==> config.mk <==
export PLATFORM = sky130hd
export DESIGN_NAME = handshake_retry_backoff_top
export DESIGN_NICKNAME = d
export VERILOG_FILES = /design/src/rtl/hrb_pkg.sv /design/src/rtl/hrb_front.sv /design/src/rtl/hrb_queue.sv /design/src/rtl/hrb_back.sv /design/src/rtl/handshake_retry_backoff_top.sv
export SDC_FILE = /design/constraint.sdc
export NUM_CORES = 1
export LEC_CHECK = 0
export BUFFER_PORTS_ARGS = -buffer_cell sky130_fd_sc_hd__buf_2
export CAP_MARGIN = 20
export CORE_MARGIN = 3
export CORE_UTILIZATION = 60
export DETAILED_ROUTE_END_ITERATION = 10
export GPL_ROUTABILITY_DRIVEN = 0
export HOLD_SLACK_MARGIN = 0.05
export PLACE_DENSITY = 0.9
export SYNTH_ARGS = -nofsm -noshare
export SYNTH_HDL_FRONTEND = slang
export SYNTH_HIERARCHICAL = 1
export SYNTH_SLANG_ARGS = --single-unit
==> constraint.sdc <==
create_clock -name clk -period 5.59 [get_ports clk]
set_clock_uncertainty 0.15 [all_clocks]
set_input_delay 0.2795 -clock clk [delete_from_list [all_inputs] [get_ports clk]]
set_output_delay 0.2795 -clock clk [all_outputs]
set_load 0.03 [all_outputs]
==> src/rtl/hrb_pkg.sv <==
// shared types and codes for the handshake retry backoff block
package hrb_pkg;

    localparam int OP_W     = 2;
    localparam int CNT_W    = 4;
    localparam int TICK_W   = 8;
    localparam int CFG_IDX_W = 2;
    localparam int CFG_W    = 8;
    localparam int TDATA_W  = 8;

    localparam logic [OP_W-1:0] OP_START = 2'd0;
    localparam logic [OP_W-1:0] OP_TICK  = 2'd1;
    localparam logic [OP_W-1:0] OP_SEG   = 2'd2;
    localparam logic [OP_W-1:0] OP_NONE  = 2'd3;

    localparam logic [1:0] SEND_NONE = 2'd0;
    localparam logic [1:0] SEND_SYN  = 2'd1;
    localparam logic [1:0] SEND_ACK  = 2'd2;

    localparam logic [1:0] ST_IDLE      = 2'd0;
    localparam logic [1:0] ST_BUSY      = 2'd1;
    localparam logic [1:0] ST_CONNECTED = 2'd2;
    localparam logic [1:0] ST_FAILED    = 2'd3;

    localparam logic [CFG_IDX_W-1:0] CFG_MAX_ATTEMPTS = 2'd0;
    localparam logic [CFG_IDX_W-1:0] CFG_INITIAL_WAIT = 2'd1;
    localparam logic [CFG_IDX_W-1:0] CFG_ACK_QUIET    = 2'd2;

    localparam logic [CNT_W-1:0]  RST_MAX_ATTEMPTS = 4'd10;
    localparam logic [TICK_W-1:0] RST_INITIAL_WAIT = 8'd1;
    localparam logic [TICK_W-1:0] RST_ACK_QUIET    = 8'd5;

    localparam int QDEPTH = 2;
    localparam int QPTR_W = 1;
    localparam int QCNT_W = 2;

    typedef enum logic [2:0] {
        EV_START,
        EV_TICK,
        EV_SYNACK,
        EV_OTHER_SEG,
        EV_NOP
    } ev_t;

    typedef struct packed {
        logic full;
        logic not_empty;
    } q_status_t;

endpackage

==> src/rtl/hrb_front.sv <==
// input side: stream handshake and event classification
module hrb_front (
    input  logic                         s_tvalid,
    output logic                         s_tready,
    input  logic [hrb_pkg::TDATA_W-1:0]  s_tdata,
    input  logic [hrb_pkg::OP_W-1:0]     s_tuser,
    input  hrb_pkg::q_status_t           q_status,
    output logic                         push,
    output hrb_pkg::ev_t                 push_ev
);

    assign s_tready = !q_status.full;
    assign push     = s_tvalid && s_tready;

    always_comb
    begin
        unique case (s_tuser)
            hrb_pkg::OP_START: push_ev = hrb_pkg::EV_START;
            hrb_pkg::OP_TICK:  push_ev = hrb_pkg::EV_TICK;
            hrb_pkg::OP_SEG:   push_ev = s_tdata[0] ? hrb_pkg::EV_SYNACK
                                                    : hrb_pkg::EV_OTHER_SEG;
            hrb_pkg::OP_NONE:  push_ev = hrb_pkg::EV_NOP;
            default:           push_ev = hrb_pkg::EV_NOP;
        endcase
    end

endmodule

==> src/rtl/hrb_queue.sv <==
// two-entry event queue between front and back
module hrb_queue (
    input  logic               clk,
    input  logic               rst_n,
    input  logic               push,
    input  hrb_pkg::ev_t       push_ev,
    input  logic               pop,
    output hrb_pkg::ev_t       head_ev,
    output hrb_pkg::q_status_t status
);

    hrb_pkg::ev_t                   entry_reg [hrb_pkg::QDEPTH];
    logic [hrb_pkg::QPTR_W-1:0]     wr_ptr_reg;
    logic [hrb_pkg::QPTR_W-1:0]     rd_ptr_reg;
    logic [hrb_pkg::QCNT_W-1:0]     count_reg;
    logic [hrb_pkg::QCNT_W-1:0]     count_next;

    assign head_ev          = entry_reg[rd_ptr_reg];
    assign status.full      = (count_reg == hrb_pkg::QCNT_W'(hrb_pkg::QDEPTH));
    assign status.not_empty = (count_reg != '0);

    always_comb
    begin
        count_next = count_reg;
        if (push && !pop)
            count_next = count_reg + 1'b1;
        else if (pop && !push)
            count_next = count_reg - 1'b1;
    end

    always_ff @(posedge clk or negedge rst_n)
    begin
        if (!rst_n)
        begin
            wr_ptr_reg <= '0;
            rd_ptr_reg <= '0;
            count_reg  <= '0;
        end
        else
        begin
            if (push)
                wr_ptr_reg <= wr_ptr_reg + 1'b1;
            if (pop)
                rd_ptr_reg <= rd_ptr_reg + 1'b1;
            count_reg <= count_next;
        end
    end

    always_ff @(posedge clk)
    begin
        if (push)
            entry_reg[wr_ptr_reg] <= push_ev;
    end

endmodule

==> src/rtl/hrb_back.sv <==
// handshake state machine, backoff timer, config registers and output register
module hrb_back #(
    parameter int TIMER_BITS = 16
) (
    input  logic                           clk,
    input  logic                           rst_n,
    input  logic                           cfg_we,
    input  logic [hrb_pkg::CFG_IDX_W-1:0]  cfg_index,
    input  logic [hrb_pkg::CFG_W-1:0]      cfg_data,
    input  hrb_pkg::ev_t                   head_ev,
    input  logic                           head_valid,
    output logic                           pop,
    output logic                           m_tvalid,
    input  logic                           m_tready,
    output logic [hrb_pkg::TDATA_W-1:0]    m_tdata
);

    typedef enum logic [2:0] {
        PH_IDLE,
        PH_WAIT_SYNACK,
        PH_WAIT_QUIET,
        PH_CONNECTED,
        PH_FAILED
    } phase_t;

    localparam logic [TIMER_BITS-1:0] TIMER_MAX = '1;

    phase_t                       phase_reg, phase_next;
    logic [hrb_pkg::CNT_W-1:0]    attempt_reg, attempt_next;
    logic [TIMER_BITS-1:0]        wait_reg, wait_next;
    logic [TIMER_BITS-1:0]        ticks_reg, ticks_next;
    logic [hrb_pkg::CNT_W-1:0]    max_attempts_reg;
    logic [hrb_pkg::TICK_W-1:0]   initial_wait_reg;
    logic [hrb_pkg::TICK_W-1:0]   ack_quiet_reg;
    logic                         m_tvalid_reg;
    logic [1:0]                   send_reg, send_next;
    logic [1:0]                   status_reg, status_next;

    logic [TIMER_BITS-1:0]        ticks_inc;
    logic [TIMER_BITS-1:0]        wait_doubled;
    logic                         last_attempt;

    assign pop      = head_valid && (!m_tvalid_reg || m_tready);
    assign m_tvalid = m_tvalid_reg;
    assign m_tdata  = {{(hrb_pkg::TDATA_W-4){1'b0}}, status_reg, send_reg};

    assign ticks_inc    = (ticks_reg == TIMER_MAX) ? ticks_reg : ticks_reg + 1'b1;
    assign wait_doubled = wait_reg[TIMER_BITS-1] ? TIMER_MAX
                                                 : {wait_reg[TIMER_BITS-2:0], 1'b0};
    assign last_attempt = (attempt_reg >= max_attempts_reg);

    always_comb
    begin
        phase_next   = phase_reg;
        attempt_next = attempt_reg;
        wait_next    = wait_reg;
        ticks_next   = ticks_reg;
        send_next    = hrb_pkg::SEND_NONE;

        if (head_ev == hrb_pkg::EV_START)
        begin
            phase_next   = PH_WAIT_SYNACK;
            attempt_next = hrb_pkg::CNT_W'(1);
            wait_next    = TIMER_BITS'(initial_wait_reg);
            ticks_next   = '0;
            send_next    = hrb_pkg::SEND_SYN;
        end
        else if (head_ev == hrb_pkg::EV_TICK || head_ev == hrb_pkg::EV_SYNACK
                 || head_ev == hrb_pkg::EV_OTHER_SEG)
        begin
            if (phase_reg == PH_WAIT_SYNACK)
            begin
                if (head_ev == hrb_pkg::EV_SYNACK)
                begin
                    phase_next   = PH_WAIT_QUIET;
                    attempt_next = hrb_pkg::CNT_W'(1);
                    wait_next    = TIMER_BITS'(ack_quiet_reg);
                    ticks_next   = '0;
                    send_next    = hrb_pkg::SEND_ACK;
                end
                else if (head_ev == hrb_pkg::EV_OTHER_SEG || ticks_inc >= wait_reg)
                begin
                    if (head_ev == hrb_pkg::EV_TICK)
                        ticks_next = ticks_inc;
                    if (last_attempt)
                        phase_next = PH_FAILED;
                    else
                    begin
                        attempt_next = attempt_reg + 1'b1;
                        ticks_next   = '0;
                        wait_next    = wait_doubled;
                        send_next    = hrb_pkg::SEND_SYN;
                    end
                end
                else
                    ticks_next = ticks_inc;
            end
            else if (phase_reg == PH_WAIT_QUIET)
            begin
                if (head_ev == hrb_pkg::EV_TICK)
                begin
                    ticks_next = ticks_inc;
                    if (ticks_inc >= wait_reg)
                        phase_next = PH_CONNECTED;
                end
                else if (last_attempt)
                    phase_next = PH_FAILED;
                else
                begin
                    attempt_next = attempt_reg + 1'b1;
                    ticks_next   = '0;
                    send_next    = hrb_pkg::SEND_ACK;
                end
            end
        end

        unique case (phase_next)
            PH_IDLE:        status_next = hrb_pkg::ST_IDLE;
            PH_WAIT_SYNACK: status_next = hrb_pkg::ST_BUSY;
            PH_WAIT_QUIET:  status_next = hrb_pkg::ST_BUSY;
            PH_CONNECTED:   status_next = hrb_pkg::ST_CONNECTED;
            PH_FAILED:      status_next = hrb_pkg::ST_FAILED;
            default:        status_next = hrb_pkg::ST_IDLE;
        endcase
    end

    always_ff @(posedge clk or negedge rst_n)
    begin
        if (!rst_n)
        begin
            phase_reg        <= PH_IDLE;
            attempt_reg      <= '0;
            wait_reg         <= '0;
            ticks_reg        <= '0;
            max_attempts_reg <= hrb_pkg::RST_MAX_ATTEMPTS;
            initial_wait_reg <= hrb_pkg::RST_INITIAL_WAIT;
            ack_quiet_reg    <= hrb_pkg::RST_ACK_QUIET;
            m_tvalid_reg     <= 1'b0;
            send_reg         <= hrb_pkg::SEND_NONE;
            status_reg       <= hrb_pkg::ST_IDLE;
        end
        else
        begin
            if (cfg_we)
            begin
                case (cfg_index)
                    hrb_pkg::CFG_MAX_ATTEMPTS:
                        max_attempts_reg <= cfg_data[hrb_pkg::CNT_W-1:0];
                    hrb_pkg::CFG_INITIAL_WAIT: initial_wait_reg <= cfg_data;
                    hrb_pkg::CFG_ACK_QUIET:    ack_quiet_reg    <= cfg_data;
                    default: ;
                endcase
            end

            if (pop)
            begin
                phase_reg    <= phase_next;
                attempt_reg  <= attempt_next;
                wait_reg     <= wait_next;
                ticks_reg    <= ticks_next;
                send_reg     <= send_next;
                status_reg   <= status_next;
                m_tvalid_reg <= 1'b1;
            end
            else if (m_tready)
                m_tvalid_reg <= 1'b0;
        end
    end

endmodule

==> src/rtl/handshake_retry_backoff_top.sv <==
// handshake retry backoff top level: front, event queue and back
// an event is registered in the queue, and its result is then registered in the output register
// throughput: one event per cycle while the output is taken, set by the state update in the back
// the two-entry queue and output register let input and output stall independently
// reset: asynchronous active low; idle phase, counters cleared, registers to defaults
module handshake_retry_backoff_top #(
    parameter int TIMER_BITS = 16
) (
    input  logic                           clk,
    input  logic                           rst_n,
    input  logic                           cfg_we,
    input  logic [hrb_pkg::CFG_IDX_W-1:0]  cfg_index,
    input  logic [hrb_pkg::CFG_W-1:0]      cfg_data,
    input  logic                           s_tvalid,
    output logic                           s_tready,
    input  logic [hrb_pkg::TDATA_W-1:0]    s_tdata,   // is_synack, zero pad
    input  logic [hrb_pkg::OP_W-1:0]       s_tuser,   // operation
    output logic                           m_tvalid,
    input  logic                           m_tready,
    output logic [hrb_pkg::TDATA_W-1:0]    m_tdata    // send_action, link_status, zero pad
);

    hrb_pkg::q_status_t q_status;
    hrb_pkg::ev_t       push_ev;
    hrb_pkg::ev_t       head_ev;
    logic               push;
    logic               pop;

    hrb_front u_front (
        .s_tvalid (s_tvalid),
        .s_tready (s_tready),
        .s_tdata  (s_tdata),
        .s_tuser  (s_tuser),
        .q_status (q_status),
        .push     (push),
        .push_ev  (push_ev)
    );

    hrb_queue u_queue (
        .clk     (clk),
        .rst_n   (rst_n),
        .push    (push),
        .push_ev (push_ev),
        .pop     (pop),
        .head_ev (head_ev),
        .status  (q_status)
    );

    hrb_back #(
        .TIMER_BITS (TIMER_BITS)
    ) u_back (
        .clk        (clk),
        .rst_n      (rst_n),
        .cfg_we     (cfg_we),
        .cfg_index  (cfg_index),
        .cfg_data   (cfg_data),
        .head_ev    (head_ev),
        .head_valid (q_status.not_empty),
        .pop        (pop),
        .m_tvalid   (m_tvalid),
        .m_tready   (m_tready),
        .m_tdata    (m_tdata)
    );

    a_pop_gives_result: assert property (@(posedge clk) disable iff (!rst_n)
        pop |=> m_tvalid)
        else $error("event taken without a result");

    a_send_code_valid: assert property (@(posedge clk) disable iff (!rst_n)
        m_tvalid |-> (m_tdata[1:0] <= hrb_pkg::SEND_ACK))
        else $error("unused send code");

    a_send_while_busy: assert property (@(posedge clk) disable iff (!rst_n)
        (m_tvalid && m_tdata[1:0] != hrb_pkg::SEND_NONE)
            |-> (m_tdata[3:2] == hrb_pkg::ST_BUSY))
        else $error("segment sent outside handshake");

    a_queue_moves: assert property (@(posedge clk) disable iff (!rst_n)
        (q_status.not_empty && !m_tvalid) |-> pop)
        else $error("queued event stalled with output free");

endmodule

==> results.cfg <==
[layout]
fill_cells = 511
finalNonFillerCells = 594
drive_above_1_share = 0.1888
register_area_mm2 = 0.001888
area_growth_syn_to_layout_pct = 9.939
fin_util = 0.7059
multiInputGateArea_mm2 = 0.002395
antennaDiodeCount = 0
fin_nets = 541
fin_area_mm2 = 0.004955

[synthesis]
synth.avg_cell_area_um2 = 9.734
synth_cell_type_count = 70
ys_seq_area_frac = 0.4189
synth-seq-cells = 74
syn_area_mm2 = 0.004507
ys_async_sr_fraction = 0.9189
synth_edf_count = 6
synth_flop_cell = dfrtp_1
ys.warnings.count = 6
synthCells = 463

[floorplan]
die_area_mm2 = 0.008588
die_y_um = 92.67
coreArea_mm2 = 0.007019
start_util = 0.6421
die_w_um = 92.67
ios = 35
rows = 30

[timing]
timing.final.crit_share = 0.8252
hold_slack_ns = 0.06345
layout_setup_ws_ns = 0.9772
worstMarginPinSlew_ns = 0.8676
setup_viol = 0
min_period_ns = 4.613
maxSlewViolCount = 0
final_hold_viol_count = 0
worst_slew_margin_rel = 0.4216
rsz0062_at_grt = no
fmax_mhz = 216.8
tns_ns = 0

[status]
status = complete, no violations

[power_and_ir_drop]
power_density_mw_per_mm2 = 453.6
max-vdd-ir-drop_mv = 0.3522
power_mw = 2.248
p_leak_nw = 2.182

[placement]
place_ws_ns = 1.083
place_inst = 569
dpl.hpwl_um = 6692
place_area_mm2 = 0.004672
portBuffers = 23

[worst_setup_path]
critPathMaxFanout = 16
rrSetupSlack_ns = 0.98
setup.worst_path.start_class = flop
cp-end-kind = flop
critical_path_class = flop to flop
worst_ep_required_time_ns = 5.73
critical_path_arrival_ns = 4.75

[route]
drc = 0
viasPerCell = 6.130
drt_wl_total_um = 9916
drt_pass1_iterations = 7
via_count = 3641
drt-initial-drc-count = 274
routedWlPerCell_um = 16.69
ant_nets = 0

[cts]
cts.clk_slew.worst_paths_ns = 0.08
clockBufferDepth = 2
htreeDepth = 3
root_buffer = clkbuf_8
clk_latency_ns = 0.35
cts_tree = built
cts.repair.resized = 0
cts_num_sinks = 74
numCtsBuffers = 9

[grt]
overflow = 0
grt_pass1_vias = 3531
grt_antenna_before_repair = 0
grt_pass1_wl_um = 16750
grt_usage = 0.2458
grt_max_degree = 69

[worst_hold_path]
hold_path_class = input port to flop

[run]
maxCapViolCount = 0
report_power, final:
group	leakage [nW]	total, mW	switching (mW)	internal, mW
Combinational	1.16	1.06	0.667	0.391
Sequential	0.916	0.778	0.102	0.676
Clock	0.103	0.412	0.206	0.205
Total	2.18	2.25	0.975	1.27
worst max-delay path, stage by stage, from the launching register on:
cell	delay (ns)
dfrtp_1	0.46
nand4_1	0.23
or3_1	0.41
nor4_1	0.32
nor2_1	0.07
a21oi_1	0.27
ha_1	0.32
nand4_1	0.18
nor2_1	0.09
a2111oi_2	0.39
and3_4	0.28
a211oi_4	0.09
nor3_4	0.33
nor3b_4	0.69
a22o_1	0.25
cell usage after synthesis, drive strengths merged (2+ instances only):
master	instances	area, um2
xnor2	15	131.4
a211o	6	52.55
nor2b	5	31.28
o21ai	35	190.2
nand2	50	187.7
xor2	5	43.79
dfstp	5	131.4
clkbuf	11	51.30
a21oi	20	103.9
buf	9	60.05
mux2i	10	100.1
nand4	4	25.02
o22ai	4	25.02
and3	5	36.28
nor4	7	43.79
a22o	13	113.9
nand2b	3	18.77
edfxtp	6	180.2
mux2	21	240.2
dfrtp	63	1577
and2b	2	17.52
inv	33	123.9
a31oi	3	18.77
or3	6	42.54
ha	23	287.8
a2111oi	3	45.04
nor2	34	127.6
o31a	3	26.28
a211oi	3	35.03
o21a	2	15.01
and2	3	20.02
nor3b	2	26.28
nand3	11	60.06
a31o	4	35.04
nand3b	2	15.01
o31ai	9	67.56
nor3	8	61.31
or2	2	12.51
kinds of logic after synthesis:
family / Yosys count / share of synthesized area
flops: 74 / 0.4189
other cells: 1 / 0.0008321
compound gates: 113 / 0.1802
fa+ha+maj: 23 / 0.06385
simple gates: 148 / 0.1696
mux: 31 / 0.07551
buf+inv: 53 / 0.05219
xor+xnor: 20 / 0.03887
path summary, 6_finish.rpt:
check                                          from                   to  cells after the start
worst max-delay path            u_back/ticks_reg[7]  u_back/ticks_reg[3]                     14
worst min register to register   u_queue/wr_ptr_reg   u_queue/wr_ptr_reg                      1
max in group asynchronous                     rst_n  u_back/ticks_reg[5]                      3
worst max register to register  u_back/ticks_reg[7]  u_back/ticks_reg[3]                     14
min in group asynchronous                     rst_n  u_back/ticks_reg[0]                      3
worst min-delay path                       m_tready      u_back/m_tvalid                      3
what timing repair did:
item                                   in CTS  in global routing
hold buffers                                9                  0
endpoints found under the hold margin      82                  0
buffers inserted                            0                  0
area by class of cell:
cell class	instances	area share
multi-input combinational	339	0.4833
sequential	74	0.3811
timing repair buffer	36	0.04747
clock buffer	9	0.02500
inverter	33	0.02500
tap	96	0.02424
clock inverter	7	0.01389
routing by layer:
metal | global-route usage | routed length (um)
met5 | 0 | 0
met4 | 0.1038 | 193
met3 | 0.04874 | 625
met2 | 0.3927 | 4828
met1 | 0.3277 | 4268
placed cells by master, fill, tap and decap left out, drive strengths merged, types with 9 or more instances in the layout:
cell type    netlist  final
ha                23     23
o31ai              9      9
a22o              13     13
nand2             50     50
mux2              21     21
inv               33     34
nand3             11     11
o21ai             35     35
dfrtp             63     63
clkbuf            11      9
xnor2             15     15
buf                9     27
mux2i             10     10
nor2              34     34
dlygate4sd3        0      9
a21oi             20     20
Power figures use the tool's default switching activity.
